<file path="src/hdl/hcp_pkg.sv">
// ----------------------------------------------------------------------------
// hcp_pkg
// Shared types, widths and register codes of the Hermite curve point block.
// ----------------------------------------------------------------------------
package hcp_pkg;

	// curve parameter: t = k / 2**STEPS_LOG2
	localparam int STEPS_LOG2 = 10;
	localparam int STEPS      = 1 << STEPS_LOG2;

	// number of pipeline register stages
	localparam int NSTAGE = 6;

	// field widths
	localparam int T_W   = 11;  // t_step
	localparam int K_W   = 11;  // clamped step, 0 .. STEPS
	localparam int PIX_W = 16;  // coordinates and registers

	// datapath widths, all signed
	localparam int A_W  = 19;           // 2p0 - 2p1 + r0 + r1
	localparam int B_W  = 20;           // -3p0 + 3p1 - 2r0 - r1
	localparam int X_W  = A_W + K_W + 1;  // a*k + b*S
	localparam int Y_W  = 42;           // x*k + r0*S^2
	localparam int YL_W = 21;           // low split of y
	localparam int YH_W = Y_W - YL_W;   // high split of y
	localparam int PL_W = YL_W + K_W;   // unsigned partial product
	localparam int PH_W = YH_W + K_W + 1; // signed partial product
	localparam int N_W  = 52;           // y*k + p0*S^3
	localparam int Q_W  = N_W - 3 * STEPS_LOG2; // integer part

	localparam logic [K_W-1:0] K_MAX = K_W'(STEPS);

	// configuration register indexes
	localparam int CFG_IDX_W = 3;
	localparam logic [CFG_IDX_W-1:0] REG_START_X       = 3'd0;
	localparam logic [CFG_IDX_W-1:0] REG_START_Y       = 3'd1;
	localparam logic [CFG_IDX_W-1:0] REG_END_X         = 3'd2;
	localparam logic [CFG_IDX_W-1:0] REG_END_Y         = 3'd3;
	localparam logic [CFG_IDX_W-1:0] REG_TANGENT_START = 3'd4;
	localparam logic [CFG_IDX_W-1:0] REG_TANGENT_END   = 3'd5;

	// per-stage load enables, bit i loads stage i+1
	typedef struct packed {
		logic [NSTAGE-1:0] load;
	} hcp_ctrl_t;

endpackage

</file>
<file path="src/hdl/hcp_axis.sv">
// ----------------------------------------------------------------------------
// hcp_axis
// Six-stage Horner evaluation of one coordinate with truncation and saturation.
// ----------------------------------------------------------------------------
module hcp_axis (
	input  logic                               clk,
	input  hcp_pkg::hcp_ctrl_t                 ctl,
	input  logic signed [hcp_pkg::PIX_W-1:0]   p0,
	input  logic signed [hcp_pkg::PIX_W-1:0]   p1,
	input  logic signed [hcp_pkg::PIX_W-1:0]   r0,
	input  logic signed [hcp_pkg::PIX_W-1:0]   r1,
	input  logic [hcp_pkg::K_W-1:0]            k_s1,
	input  logic [hcp_pkg::K_W-1:0]            k_s2,
	input  logic [hcp_pkg::K_W-1:0]            k_s3,
	output logic signed [hcp_pkg::PIX_W-1:0]   pixel,
	output logic                               clip
);

	localparam int FRAC_W = 3 * hcp_pkg::STEPS_LOG2;

	logic signed [hcp_pkg::A_W-1:0]  a_s1;
	logic signed [hcp_pkg::B_W-1:0]  b_s1;
	logic signed [hcp_pkg::X_W-1:0]  x_s2;
	logic signed [hcp_pkg::Y_W-1:0]  y_s3;
	logic        [hcp_pkg::PL_W-1:0] pl_s4;
	logic signed [hcp_pkg::PH_W-1:0] ph_s4;
	logic signed [hcp_pkg::N_W-1:0]  n_s5;
	logic signed [hcp_pkg::PIX_W-1:0] pix_s6;
	logic                            clip_s6;

	// stage 1: polynomial coefficients
	logic signed [hcp_pkg::A_W-1:0] p0a, p1a, r0a, r1a, a_c;
	logic signed [hcp_pkg::B_W-1:0] p0b, p1b, r0b, r1b, b_c;

	always_comb begin
		p0a = hcp_pkg::A_W'(p0);
		p1a = hcp_pkg::A_W'(p1);
		r0a = hcp_pkg::A_W'(r0);
		r1a = hcp_pkg::A_W'(r1);
		a_c = (p0a <<< 1) - (p1a <<< 1) + r0a + r1a;
		p0b = hcp_pkg::B_W'(p0);
		p1b = hcp_pkg::B_W'(p1);
		r0b = hcp_pkg::B_W'(r0);
		r1b = hcp_pkg::B_W'(r1);
		b_c = (p1b <<< 1) + p1b - (p0b <<< 1) - p0b - (r0b <<< 1) - r1b;
	end

	// stage 2: x = a*k + b*S
	logic signed [hcp_pkg::A_W+hcp_pkg::K_W:0] ak;
	logic signed [hcp_pkg::X_W-1:0]            x_c;

	assign ak  = a_s1 * $signed({1'b0, k_s1});
	assign x_c = hcp_pkg::X_W'(ak) + (hcp_pkg::X_W'(b_s1) <<< hcp_pkg::STEPS_LOG2);

	// stage 3: y = x*k + r0*S^2
	logic signed [hcp_pkg::X_W+hcp_pkg::K_W:0] xk;
	logic signed [hcp_pkg::Y_W-1:0]            y_c;

	assign xk  = x_s2 * $signed({1'b0, k_s2});
	assign y_c = hcp_pkg::Y_W'(xk)
		+ (hcp_pkg::Y_W'(r0) <<< (2 * hcp_pkg::STEPS_LOG2));

	// stage 4: y*k split into two partial products
	logic        [hcp_pkg::PL_W-1:0] pl_c;
	logic signed [hcp_pkg::PH_W-1:0] ph_c;

	assign pl_c = y_s3[hcp_pkg::YL_W-1:0] * k_s3;
	assign ph_c = $signed(y_s3[hcp_pkg::Y_W-1:hcp_pkg::YL_W]) * $signed({1'b0, k_s3});

	// stage 5: numerator over S^3
	logic signed [hcp_pkg::N_W-1:0] n_c;

	assign n_c = (hcp_pkg::N_W'(ph_s4) <<< hcp_pkg::YL_W)
		+ hcp_pkg::N_W'($signed({1'b0, pl_s4}))
		+ (hcp_pkg::N_W'(p0) <<< FRAC_W);

	// stage 6: truncate toward zero, then saturate
	logic signed [hcp_pkg::Q_W-1:0]   q_c;
	logic signed [hcp_pkg::Q_W-1:0]   v_c;
	logic                             fix_c;
	logic [hcp_pkg::Q_W-hcp_pkg::PIX_W:0] hi_c;
	logic signed [hcp_pkg::PIX_W-1:0] pix_c;
	logic                             clip_c;

	always_comb begin
		q_c    = n_s5[hcp_pkg::N_W-1:FRAC_W];
		fix_c  = n_s5[hcp_pkg::N_W-1] && (|n_s5[FRAC_W-1:0]);
		v_c    = q_c + $signed({{(hcp_pkg::Q_W-1){1'b0}}, fix_c});
		hi_c   = v_c[hcp_pkg::Q_W-1:hcp_pkg::PIX_W-1];
		clip_c = !((&hi_c) || (~|hi_c));
		if (clip_c) begin
			pix_c = v_c[hcp_pkg::Q_W-1] ? {1'b1, {(hcp_pkg::PIX_W-1){1'b0}}}
				: {1'b0, {(hcp_pkg::PIX_W-1){1'b1}}};
		end else begin
			pix_c = v_c[hcp_pkg::PIX_W-1:0];
		end
	end

	always_ff @(posedge clk) begin
		if (ctl.load[0]) begin
			a_s1 <= a_c;
			b_s1 <= b_c;
		end
		if (ctl.load[1]) begin
			x_s2 <= x_c;
		end
		if (ctl.load[2]) begin
			y_s3 <= y_c;
		end
		if (ctl.load[3]) begin
			pl_s4 <= pl_c;
			ph_s4 <= ph_c;
		end
		if (ctl.load[4]) begin
			n_s5 <= n_c;
		end
		if (ctl.load[5]) begin
			pix_s6  <= pix_c;
			clip_s6 <= clip_c;
		end
	end

	assign pixel = pix_s6;
	assign clip  = clip_s6;

endmodule

</file>
<file path="config.mk">
export PLATFORM = sky130hd
export DESIGN_NAME = hcp_axis
export DESIGN_NICKNAME = d
export VERILOG_FILES = /design/src/hdl/hcp_pkg.sv /design/src/hdl/hcp_axis.sv
export SDC_FILE = /design/constraint.sdc
export NUM_CORES = 2
export LEC_CHECK = 0
export BUFFER_PORTS_ARGS = -buffer_cell sky130_fd_sc_hd__buf_2
export CELL_PAD_IN_SITES_DETAIL_PLACEMENT = 0
export CELL_PAD_IN_SITES_GLOBAL_PLACEMENT = 1
export CORE_ASPECT_RATIO = 0.6
export CORE_UTILIZATION = 52
export DETAILED_ROUTE_END_ITERATION = 16
export PLACE_DENSITY_LB_ADDON = 0.3
export SETUP_SLACK_MARGIN = 0.4
export SYNTH_ARGS = -nofsm -noshare
export SYNTH_HDL_FRONTEND = slang
export SYNTH_SLANG_ARGS = --single-unit
</file>
<file path="constraint.sdc">
create_clock -name clk -period 7.95 [get_ports clk]
set_input_delay 0.3975 -clock clk [delete_from_list [all_inputs] [get_ports clk]]
set_output_delay 0.3975 -clock clk [all_outputs]
set_load 0.02 [all_outputs]
</file>
==> metrics.txt <==
mux share of post-synthesis cell area=less than 1%; Post-Synth Simple-Gate Area=roughly an eighth; Initial Utilization=between 50 and 60%; hold_sp=r1[0]; final setup vio count=0; clock sinks=244; Post-Synth XOR/XNOR Area=3.67%; Worst path max stage delay=approximately 0.68 ns; Detailed Routing Iterations Pass 1=6; syn_area_per_cell=9.58 sq um; Worst Tran Pin Value=1.31 ns; worst-path fanout max=11; antenna viol nets, final=0; Async SR Flop Fraction=0%; CP endpoint kind=flip-flop; initial drt markers=roughly 2800; Worst R2R Start=a_s1[11]; via count=between 30000 and 40000; commonest non-fill, non-tap cell in the layout=inv_1; post-synthesis register bit count=244; Cell Rows=86; max-cap viol count=0; total global routing overflow=0; global-route wire length before repair=around 200000 um; synthesized net count=approximately 6600; min Tclk post-route=6.87 ns; largest net degree at the start of global routing=64; status=complete, no violations; fin nets=about 6600; Max Clock Skew=between 0.03 and 0.04 ns; Post-Syn Area=around 49000 sq um; CTS tree=done; Post-Synthesis Cells=5100; worst path bufs/invs=5; routed wire length=between 100000 and 150000 um; Setup CP Type=reg2reg; sequential-to-total area share from yosys stat=about 15%; RSZ-0062 raised after global routing=false; IO Count=about 120; Synth area leaders=fa_1 40%, edfxtp_1 15%, ha_1 11%; DRC viols=0; dpl hpwl=between 100000 and 150000 um; post-CTS setup buffers=0; number of global-route vias before repair=34300; Synth Area in Adders=around half; H-tree Lvls=1; Worst EP required=about 8.3 ns; Hold Crit Class=in2reg; commonest non-fill, non-tap cells in the layout=1233 x inv_1, 986 x fa_1, 709 x nand2_1; slowest stage cell, crit path=edfxtp_1; fmax=between 100 and 150 MHz; Setup crit start=a_s1[11]; WL/cell=19.5 um; Synth Flop Type=edfxtp_1; port buffer count=between 100 and 150; Synth Warn #=0; Final period util=about 86%; Post-synth EDFFs=244; setup TNS=0 ns; post-synth top area share=roughly 40%; CTS resizes=0; chip width=between 300 and 400 um; Synth Area in Compound Gates=5.92%; Startpoint Class=flip-flop; hold-fix buffers at CTS=0; CTS root buffer=clkbuf_16; CTS max path bufs=3; DR vias/cell=roughly 5.3; area of the core=roughly 90000 sq um; Clock Pin Slew Worst Setup and Hold Paths=about 0.07 ns; gr usage total=between 20% and 30%; cell family with most CP delay=adder cells; Die Ht=~240 um; Max Slew Vio Count=0; P&R area growth vs syn=5.16%; post-synth top area cell=fa_1; slew margin rel.=12.1%; total CTS buffers=30; Yosys cell types=between 70 and 80; Filler cells=between 8000 and 9000; fraction of layout cells with a size suffix above 1=4.24%; Fin. Hold Viols=0; die area=approximately 95000 sq um; initial antenna violation count=5; Post-DP Area=approximately 50000 sq um; clk_lat worst skew=0.65 ns; largest family of logic cells by synthesized area=adder cells; final instance area=between 50000 and 60000 sq um; CP arrival=between 7 and 8 ns; crit-path most repeated cell=fa_1; Cell Chain, Critical Path=and2_1 -> fa_1 -> inv_1 -> fa_1 -> inv_1 -> fa_1 -> fa_1 -> inv_1 -> fa_1 -> inv_1 -> ha_1 -> a2111oi_0 -> o31ai_1 -> a311oi_1 -> o21bai_1 -> a211oi_1 -> buf_4 -> o211ai_1 -> o211ai_1 -> xnor2_1; routability cong.=approximately 0.91
-- synthesized netlist by cell type (5+ instances only) --
| master | instances |
|---|---|
| or2_2 | 9 |
| a21o_1 | 61 |
| or3_1 | 12 |
| clkbuf_1 | 200 |
| o211ai_1 | 21 |
| fa_1 | 986 |
| nand2b_1 | 15 |
| nor4_1 | 12 |
| a31oi_1 | 10 |
| nor2b_1 | 14 |
| a21oi_1 | 126 |
| o2111ai_1 | 5 |
| xor2_1 | 56 |
| nand4_1 | 16 |
| inv_1 | 1233 |
| nand3_1 | 29 |
| a21boi_0 | 9 |
| o21bai_1 | 21 |
| ha_1 | 419 |
| xnor2_1 | 149 |
| and2_1 | 386 |
| nand2_1 | 709 |
| nor3_1 | 32 |
| and3_1 | 19 |
| nor2_1 | 101 |
| o21a_1 | 28 |
| edfxtp_1 | 244 |
| a211oi_1 | 18 |
| o21ai_0 | 90 |
| o31ai_1 | 8 |
-- registers in the layout, summed over array words and instances (netlist names) --
| register | flops |
|---|---|
| a_s1 | 19 |
| x_s2 | 31 |
| pl_s4 | 32 |
| ph_s4 | 31 |
| clip | 1 |
| pixel | 16 |
| y_s3 | 42 |
| n_s5 | 52 |
| b_s1 | 20 |
-- layout make-up --
| type | instances | area, sq um | area share [%] |
|---|---|---|---|
| diodes | 1 | 2.50 | 0.00487 |
| clock inverters | 26 | 239 | 0.465 |
| multi-input cells | 3419 | 36100 | 70.3 |
| clock buffers | 30 | 751 | 1.46 |
| repair buffers | 141 | 758 | 1.48 |
| inverters | 1233 | 4630 | 9.01 |
| well taps | 1232 | 1540 | 3.00 |
| flip-flops and latches | 244 | 7330 | 14.3 |
-- through the flow --
stage	setup slack (ns)	hold WS, ns	utilization (%)	instances
5_1_grt	0.828	0.0440	55.6	6325
4_1_cts	1.21	0.0112	55.6	6325
3_5_place_dp	1.06	0.405	54.5	6269
3_3_place_gp	1.14	0.402	54.5	6269
6_report	1.08	0.0536	55.6	6326
2_1_floorplan	1.98	0.400	-	5100
-- worst paths after layout --
| path | endpoint | depth (start not counted) | slack [ns] |
|---|---|---|---|
| hold reg to reg | n_s5[11] | 0 | 0.42 |
| setup reg to reg | x_s2[30] | 20 | 1.08 |
| hold / removal | a_s1[0] | 2 | 0.05 |
| setup / recovery | x_s2[30] | 20 | 1.08 |
-- cells by family (layout without fill, tap and decap cells) --
| kind of cell | Yosys count | after routing |
|---|---|---|
| muxes | 3 | 3 |
| xor gates and xnor gates | 205 | 205 |
| AOI/OAI and AO/OA | 444 | 444 |
| DFF | 244 | 244 |
| adders and majority gates | 1405 | 1405 |
| other | 0 | 1 |
| buffers and inverters | 1437 | 1430 |
| and+or+nand+nor | 1362 | 1362 |
-- metal layers --
metal | share of wire (%) | track usage, % | vias to the layer above | wire length (um)
li1 | - | - | 15300 | -
met1 | 51 | 45.1 | 16600 | 62300
met2 | 37 | 34.9 | 1312 | 45600
met3 | 11 | 8.35 | 72 | 14100
met4 | 0.98 | 3.15 | 2 | 1210
met5 | 0.011 | 0 | - | 13
Power is not shown: default switching activity piles up to over one toggle a cycle in this logic, so the estimate is an artifact.
