[config.mk]
export PLATFORM = sky130hd
export DESIGN_NAME = hcp_ctrl
export DESIGN_NICKNAME = d
export VERILOG_FILES = /design/src/hdl/hcp_pkg.sv /design/src/hdl/hcp_ctrl.sv
export SDC_FILE = /design/constraint.sdc
export NUM_CORES = 1
export LEC_CHECK = 0
export ABC_AREA = 1
export BUFFER_PORTS_ARGS = -buffer_cell sky130_fd_sc_hd__buf_4
export CORE_MARGIN = 5
export CORE_UTILIZATION = 50
export CTS_CLUSTER_DIAMETER = 30
export CTS_CLUSTER_SIZE = 8
export DETAILED_ROUTE_END_ITERATION = 8
export MAX_ROUTING_LAYER = met4
export PLACE_DENSITY = 0.83
export SKIP_LAST_GASP = 1
export SLEW_MARGIN = 10
export SYNTH_ARGS = -nofsm -noshare
export SYNTH_HDL_FRONTEND = slang
export SYNTH_SLANG_ARGS = --single-unit
[constraint.sdc]
create_clock -name clk -period 3.8 [get_ports clk]
set_input_delay 0.19 -clock clk [delete_from_list [all_inputs] [get_ports clk]]
set_output_delay 0.19 -clock clk [all_outputs]
set_load 0.01 [all_outputs]
[src/hdl/hcp_pkg.sv]
// ----------------------------------------------------------------------------
// hcp_pkg
// Shared types, widths and register codes of the Hermite curve point block.
// ----------------------------------------------------------------------------
package hcp_pkg;

	// curve parameter: t = k / 2**STEPS_LOG2
	localparam int STEPS_LOG2 = 10;
	localparam int STEPS      = 1 << STEPS_LOG2;

	// number of pipeline register stages
	localparam int NSTAGE = 6;

	// field widths
	localparam int T_W   = 11;  // t_step
	localparam int K_W   = 11;  // clamped step, 0 .. STEPS
	localparam int PIX_W = 16;  // coordinates and registers

	// datapath widths, all signed
	localparam int A_W  = 19;           // 2p0 - 2p1 + r0 + r1
	localparam int B_W  = 20;           // -3p0 + 3p1 - 2r0 - r1
	localparam int X_W  = A_W + K_W + 1;  // a*k + b*S
	localparam int Y_W  = 42;           // x*k + r0*S^2
	localparam int YL_W = 21;           // low split of y
	localparam int YH_W = Y_W - YL_W;   // high split of y
	localparam int PL_W = YL_W + K_W;   // unsigned partial product
	localparam int PH_W = YH_W + K_W + 1; // signed partial product
	localparam int N_W  = 52;           // y*k + p0*S^3
	localparam int Q_W  = N_W - 3 * STEPS_LOG2; // integer part

	localparam logic [K_W-1:0] K_MAX = K_W'(STEPS);

	// configuration register indexes
	localparam int CFG_IDX_W = 3;
	localparam logic [CFG_IDX_W-1:0] REG_START_X       = 3'd0;
	localparam logic [CFG_IDX_W-1:0] REG_START_Y       = 3'd1;
	localparam logic [CFG_IDX_W-1:0] REG_END_X         = 3'd2;
	localparam logic [CFG_IDX_W-1:0] REG_END_Y         = 3'd3;
	localparam logic [CFG_IDX_W-1:0] REG_TANGENT_START = 3'd4;
	localparam logic [CFG_IDX_W-1:0] REG_TANGENT_END   = 3'd5;

	// per-stage load enables, bit i loads stage i+1
	typedef struct packed {
		logic [NSTAGE-1:0] load;
	} hcp_ctrl_t;

endpackage

[src/hdl/hcp_ctrl.sv]
// ----------------------------------------------------------------------------
// hcp_ctrl
// Valid bits, per-stage load enables and the shared step pipeline.
// ----------------------------------------------------------------------------
module hcp_ctrl (
	input  logic                        clk,
	input  logic                        arst_n,
	input  logic                        in_valid,
	input  logic [hcp_pkg::T_W-1:0]     t_step,
	input  logic                        out_ready,
	output logic                        in_ready,
	output logic                        out_valid,
	output hcp_pkg::hcp_ctrl_t          ctl,
	output logic [hcp_pkg::K_W-1:0]     k_s1,
	output logic [hcp_pkg::K_W-1:0]     k_s2,
	output logic [hcp_pkg::K_W-1:0]     k_s3
);

	logic [hcp_pkg::NSTAGE-1:0] vld_q;
	logic [hcp_pkg::NSTAGE-1:0] load;
	logic [hcp_pkg::K_W-1:0]    k_clamp;

	// a stage loads when empty or when its content moves on
	always_comb begin
		load[hcp_pkg::NSTAGE-1] = !vld_q[hcp_pkg::NSTAGE-1] || out_ready;
		for (int i = hcp_pkg::NSTAGE - 2; i >= 0; i--) begin
			load[i] = !vld_q[i] || load[i+1];
		end
	end

	always_ff @(posedge clk or negedge arst_n) begin
		if (!arst_n) begin
			vld_q <= '0;
		end else begin
			if (load[0]) begin
				vld_q[0] <= in_valid;
			end
			for (int i = 1; i < hcp_pkg::NSTAGE; i++) begin
				if (load[i]) begin
					vld_q[i] <= vld_q[i-1];
				end
			end
		end
	end

	// steps beyond the end count as t = 1
	assign k_clamp = (t_step > hcp_pkg::T_W'(hcp_pkg::K_MAX)) ? hcp_pkg::K_MAX
		: hcp_pkg::K_W'(t_step);

	always_ff @(posedge clk) begin
		if (load[0]) begin
			k_s1 <= k_clamp;
		end
		if (load[1]) begin
			k_s2 <= k_s1;
		end
		if (load[2]) begin
			k_s3 <= k_s2;
		end
	end

	assign ctl.load  = load;
	assign in_ready  = load[0];
	assign out_valid = vld_q[hcp_pkg::NSTAGE-1];

endmodule

==> key figures, run 1 <==
Status
  • Status: complete, no violations

STA
  • Final Hold Viols: 0
  • Max Slew Vio Count: 0
  • Total negative slack: 0 ns
  • Slew headroom: roughly 55%
  • Clock Skew: 0.0100 ns
  • Final min period: between 2 and 2.5 ns
  • Fmax: between 0.4 and 0.5 GHz
  • Final Cycle Share: roughly 56%
  • RSZ-0062 raised after global routing: false
  • PnR worst setup slack: roughly 1.7 ns
  • Final setup viols: 0
  • Worst-Margin Slew: 0.672 ns

CTS
  • Num CTS Buffers: 5
  • H-tree depth: 2
  • Num Clock Sinks: 39
  • Worst-path clk slew: around 0.11 ns
  • CTS tree: done
  • Clock root buffer master: clkbuf_4
  • Worst skew pair latency: 0.33 ns
  • Postcts setup bufs: 0
  • Max Root-Sink Buffers: 2

Pwr
  • Pwr/cell area: about 550 nW/um2
  • Leakage power: roughly 0.0009 uW
  • Max VDD drop: around 0.37 mV

Job
  • MaxCap Viol Count: 0

Route
  • Final WL: 2.59 mm
  • Wire length on met3: approximately 240 um
  • Met1 Wirelength: approximately 900 um
  • Drt drc: 0
  • Via count: 842
  • Drt wl/cell: around 14 um
  • Pre-Repair DR Iteration Count: 3
  • Top layer in use: met4
  • Detail Route Antenna Nets: 0
  • WL met2: approximately 1.4 mm
  • DR vias/cell: around 4.7
  • Initial drt markers: 11

Synth
  • Post-synthesis adder-cell area fraction: 0%
  • XOR/XNOR share of the synthesized area: 0%
  • Avg Synthesized Cell Area: around 15 um2
  • Most area-consuming cells after synthesis: edfxtp_1, dfrtp_1, inv_1, nor2_1, nand2_1
  • Cell taking the most area after synthesis: edfxtp_1
  • Synth Area in Compound Gates: 0%
  • Most instantiated cells after synthesis: edfxtp_1, inv_1, nor2_1
  • Simple-Gate Fraction of Synth Area: between 10% and 20%
  • Synthesis-stage register bit count: 39
  • Most used flip-flop cell after synthesis: edfxtp_1
  • Post-synth net total: ~100
  • Async SR Flop Fraction: between 10% and 20%
  • YS warnings: 0
  • Largest family of logic cells by synthesized area: simple AND/OR/NAND/NOR gates
  • Mapped Cells: 89
  • Post-synth EDFFs: 33
  • Top cell type's share of synthesized area: ~73%
  • Mux cell area share after synthesis: 0%
  • Most frequent cell after synthesis: edfxtp_1
  • Cell variety after synth: 13
  • Register area share after synthesis: between 80 and 90%
  • Synthesized cell area: ~1400 um2

Critical path
  • CP Capture Type: output port
  • Crit Path Category: register to output port
  • Worst Setup Start Kind: register
  • WP data required: around 3.6 ns
  • CP Data Arrival Time: 1.96 ns
  • Crit path max fanout: 14

Placement
  • DP HPWL: a little over 2 mm
  • Post-DP Area: 1800 um2
  • GP Congestion: slightly above 0.7
  • Pre-CTS WS: roughly 2.0 ns
  • PortBufs: 55
  • Placed cells: ~170

Floorplan
  • Core Area: approximately 2500 um2
  • Die Ht: 62.1 um
  • Ports: 56
  • Die area: ~3900 um2
  • Die X: 62.1 um
  • # rows: 18
  • Starting Density: between 50% and 60%

Layout
  • Layout Nets: between 150 and 200
  • Post-Route Utilization: approximately 73%
  • Design area: ~1900 um2
  • Number of diodes: 0
  • Share of layout cells above drive strength 1: between 40% and 50%
  • Area Growth Syn to Fin: 37.5%
  • Finished Layout Cells: 181

Worst hold path
  • Hold Path Class: input port to register

Global route
  • Initial antenna violation count: 0
  • Global-route wire length before repair: about 4.3 mm
  • Grt ovf: 0
  • Vias in the first global route: 894
  • Largest net degree at the start of global routing: 15
  • GRT Resource Usage Total: between 10 and 15%
timing repair:
action / CTS / global route
hold endpoints to repair: 6 / 0
hold buffers: 1 / 0
gates resized for setup: 0 / 0
final timing paths:
| path | start | to | slack (ns) | depth (start not counted) |
|---|---|---|---|---|
| min | t_step[10] | k_s1[10] | 0.03 | 1 |
| max in group asynchronous | arst_n | vld_q[0] | 3.49 | 2 |
| max | vld_q[5] | in_ready | 1.65 | 4 |
| max reg2reg | vld_q[5] | k_s1[2] | 2.10 | 3 |
| min in group asynchronous | arst_n | vld_q[3] | 0.18 | 2 |
| min reg2reg | k_s2[5] | k_s3[5] | 0.45 | 0 |
power by group:
| part | leakage [uW] | total [uW] | internal, uW | switching (uW) |
|---|---|---|---|---|
| registers | 0.000425 | 591 | 558 | 32.9 |
| clock network | 0.0000353 | 212 | 89.7 | 123 |
| logic | 0.000436 | 216 | 107 | 109 |
cells by family (layout without fill, tap and decap cells):
family / Yosys count / count (layout)
buffers and inverters: 20 / 82
DFF: 39 / 39
and+or+nand+nor: 30 / 30
final cells by class:
cell class                 instances  area (um2)
clock buffer                       7        55.1
multi-input combinational         30         138
clock inverter                     1        5.00
timing repair buffer              56         423
tap                               30        37.5
inverter                          18        67.6
fill                             158         678
sequential                        39        1140
cell usage in the layout, fill, tap and decap left out, types with 3 or more instances in the layout:
master / n
buf_4: 55
clkbuf_4: 5
dfrtp_1: 6
edfxtp_1: 33
inv_1: 18
nand2_1: 7
nand3_1: 3
nor2_1: 15
per-stage QoR:
step	total power, uW	hold slack (ns)
floorplan	676	-0.106
CTS	1030	0.0191
detailed placement	822	0.00168
global placement	807	-0.00215
global route	1070	0.00913
finish	1020	0.0324
state kept, by name (all words and copies together), names as in the netlist:
signal,count
k_s1,11
k_s2,11
k_s3,11
vld_q,6
per-layer routing:
layer | vias up | global-route usage [%]
li1 | 412 | -
met3 | 4 | 7.55
met4 | 0 | 6.50
met1 | 391 | 14.3
met5 | - | -
met2 | 35 | 24.4
worst max-delay path, cell delays in order, from the launching register on:
cell and delay [ns]:
dfrtp_1 0.40, nand3_2 0.14, nor2_4 0.16, nand4_1 0.54, buf_4 0.38
Power figures use the tool's default switching activity.
==> inputs of run 2 (changes only) <==
ABC_AREA = 0   (was 1)
CORE_UTILIZATION = 46   (was 50)
PLACE_DENSITY = 0.77   (was 0.83)
clock period = 2.22 ns   (was 3.8 ns; I/O delays follow)
==> run 2 against run 1 <==
  * Clock power grew 58%
  * Clock skew decreased by 0.0010 ns
  * Design area fell by 2.9%
  * Die area grew 4.6%
  * Sequential share of layout area rose by 1.8 points
  * Synthesized cell count shrank 25%
  * Area after synthesis down 2.9%
  * Critical endpoint unchanged
==> key figures, run 2 <==
Status
  • Status: complete, no violations

STA
  • Max Slew Vio Count: 0 (unchanged)
  • Clock Skew: 0.00896 ns (-0.00105 ns)
  • Total negative slack: 0 ns (unchanged)
  • Worst-Margin Slew: 0.584 ns (-0.0877 ns)
  • RSZ-0062 raised after global routing: false
  • PnR worst setup slack: 0.223 ns (-1.43 ns)
  • Final Hold Viols: 0 (unchanged)
  • Slew headroom: 61.0% (+5.9 points)
  • Final setup viols: 0 (unchanged)
  • Final min period: 2.00 ns
  • Fmax: around 0.5 GHz
  • Final Cycle Share: between 80% and 90%

Layout
  • Largest regs: k_s1 x11, k_s2 x11, k_s3 x11
  • Finished Layout Cells: 159 (-12%)
  • Share of layout cells above drive strength 1: 47.7% (+3.9 points)
  • Area Growth Syn to Fin: 37.6% (about the same)
  • Commonest non-fill, non-tap cells in the layout: buf_4, edfxtp_1, nor2b_1, dfrtp_1, clkbuf_4
  • Design area: 1810 um2 (-2.9%)
  • Most common cell after layout, fill and taps aside: buf_4
  • Layout Nets: 142 (-14%)
  • Fill count: 208 (+32%)
  • Number of diodes: 0 (unchanged)
  • Area of the multi-input gates: 146 um2 (+6.4%)
  • Sequential standard cell area: 1140 um2 (unchanged)

Synth
  • Cell taking the most area after synthesis: edfxtp_1
  • Post-synth EDFFs: 33 (unchanged)
  • Post-synthesis adder-cell area fraction: 0% (unchanged)
  • XOR/XNOR share of the synthesized area: 0% (unchanged)
  • Top cell type's share of synthesized area: 75.2% (+2.2 points)
  • Synthesis-stage register bit count: 39 (unchanged)
  • Most frequent cell after synthesis: edfxtp_1
  • Cell variety after synth: 15 (+2)
  • Most area-consuming cells after synthesis: edfxtp_1, dfrtp_1, nor2b_1, a31o_1, a21o_1
  • Register area share after synthesis: 86.6% (+2.6 points)
  • Async SR Flop Fraction: 15.4% (unchanged)
  • Avg Synthesized Cell Area: 19.7 um2 (+29%)
  • Most instantiated cells after synthesis: edfxtp_1, nor2b_1, dfrtp_1
  • Simple-Gate Fraction of Synth Area: 8.64% (-1.5 points)
  • YS warnings: 0 (unchanged)
  • Synth Area in Compound Gates: 2.47% (+2.5 points)
  • Most used flip-flop cell after synthesis: edfxtp_1
  • Mux cell area share after synthesis: 0% (unchanged)
  • Synthesized cell area: 1320 um2 (-2.9%)
  • Post-synth net total: 82 (-21%)
  • Largest family of logic cells by synthesized area: simple AND/OR/NAND/NOR gates
  • Mapped Cells: 67 (-25%)

Floorplan
  • Die Ht: 63.5 um (+2.3%)
  • Die X: 63.5 um (+2.3%)
  • Starting Density: 47.8% (-5.6 points)
  • Core Area: 2760 um2 (+8.4%)
  • Die area: 4030 um2 (+4.6%)
  • # rows: 19 (+1)
  • Ports: 56 (unchanged)

Critical path
  • Crit path launch: vld_q[5]
  • WP data required: 2.11 ns (-1.50 ns)
  • Crit Path Category: register to output port
  • Worst path max stage delay: 0.50 ns (-0.04 ns)
  • Slowest cell on crit path: nand3_1
  • Worst setup path endpoint: in_ready
  • Worst-path cell chain: and3b_1, nand3_1, buf_4
  • Worst Setup Start Kind: register
  • Crit path max fanout: 13 (-1)
  • CP Data Arrival Time: 1.89 ns (-0.07 ns)
  • Worst r2r path cells: 2 (-1)
  • FF-to-FF setup slack: 0.59 ns (-1.51 ns)
  • Reg2reg start: vld_q[5]
  • CP Capture Type: output port
  • Worst flop-to-flop path endpoint: k_s1[7]

Global route
  • Largest net degree at the start of global routing: 14 (-1)
  • GRT Resource Usage Total: 12.6% (-2.2 points)
  • Initial antenna violation count: 0 (unchanged)
  • Vias in the first global route: 747 (-16%)
  • Global-route wire length before repair: 3.68 mm (-14%)
  • Grt ovf: 0 (unchanged)

Route
  • Via count: 757 (-10%)
  • Drt drc: 0 (unchanged)
  • Final WL: 2.34 mm (-9.8%)
  • Initial drt markers: 17 (+6)
  • Pre-Repair DR Iteration Count: 4 (+1)
  • Drt wl/cell: 14.7 um (+2.7%)
  • DR vias/cell: 4.76 (+2.3%)
  • Detail Route Antenna Nets: 0 (unchanged)

Placement
  • Post-DP Area: 1740 um2 (-3.0%)
  • GP Congestion: 0.723 (+1.0%)
  • Pre-CTS WS: 0.568 ns (-1.42 ns)
  • DP HPWL: 1.75 mm (-16%)
  • PortBufs: 55 (unchanged)
  • Placed cells: 149 (-13%)

CTS
  • Worst skew pair latency: 0.33 ns (about the same)
  • CTS tree: done
  • Worst-path clk slew: 0.11 ns (about the same)
  • H-tree depth: 2 (unchanged)
  • Clock root buffer master: clkbuf_4
  • Max Root-Sink Buffers: 2 (unchanged)
  • Num Clock Sinks: 39 (unchanged)
  • Num CTS Buffers: 5 (unchanged)

Job
  • MaxCap Viol Count: 0 (unchanged)

Worst hold path
  • Hold Path Class: input port to register
  • Worst hold stages: 1 (unchanged)

Pwr
  • Power after layout: 1650 uW (+61%)
  • Leakage power: 0.000800 uW (-11%)
  • Pwr/cell area: 908 nW/um2 (+66%)
  • Max VDD drop: 0.607 mV (+63%)
## run 2: cell types whose count changed after synthesis, moves of 2 or more
cell	change
inv_1	-17
nand2b_1	+2
nor2_1	-15
a31o_1	+2
nand2_1	-5
a21o_1	+2
nor2b_1	+10
## run 2: kinds of logic after synthesis
group | after synthesis
DFF | 39
and+or+nand+nor | 19
buffers and inverters | 5
AOI/OAI and AO/OA | 4
## run 2: worst min path at each step
stage	startpoint	end	slack (ns)
after global routing	t_step[10]	k_s1[10]	0.02
after floorplan	arst_n	vld_q[0]	-0.18
after CTS	t_step[10]	k_s1[10]	0.03
after detailed placement	arst_n	vld_q[3]	-0.07
after global placement	arst_n	vld_q[2]	-0.08
final	t_step[10]	k_s1[10]	0.04
## run 2: cell type report
cell class / instances / share of cell area, %
Clock buffer: 7 / 2.48
Inverter: 1 / 0.207
Clock inverter: 1 / 0.276
Multi-Input combinational cell: 23 / 8.07
Timing Repair Buffer: 57 / 23.9
Tap cell: 31 / 2.14
Sequential cell: 39 / 62.9
## run 2: where the power goes
part | internal [uW] | total (uW) | leakage [uW] | switching, uW
clock | 124 | 334 | 0.0000293 | 210
sequential | 936 | 989 | 0.000430 | 52.2
combinational | 171 | 323 | 0.000341 | 153
## run 2: through the flow
| step | utilization (%) | hold WS (ns) |
|---|---|---|
| 2_1_floorplan | - | -0.185 |
| 3_3_place_gp | 63.2 | -0.0817 |
| 3_5_place_dp | 63.2 | -0.0736 |
| 4_1_cts | 65.7 | 0.0286 |
| 5_1_grt | 65.7 | 0.0151 |
| 6_report | 65.7 | 0.0363 |
## run 2: what timing repair did
item / 4_1_cts / 5_1_grt
resized for setup: 0 / 0
buffers inserted: 0 / 0
hold endpoints to repair: 7 / 0
hold buffers: 2 / 0
setup endpoints to repair: 0 / 0
## run 2: worst max-delay path: cells and delay by family (launching register included)
| family | cells | cell delay (ns) |
|---|---|---|
| buf+inv | 1 | 0.33 |
| simple gates | 2 | 0.86 |
| flops | 1 | 0.37 |
## run 2: per-layer routing
layer	up-vias	routed length, um	global-route usage (%)
met4	0	50	6.23
met5	-	0	-
met1	352	862	12.4
li1	361	-	-
met2	40	1170	20.3
met3	4	249	6.39
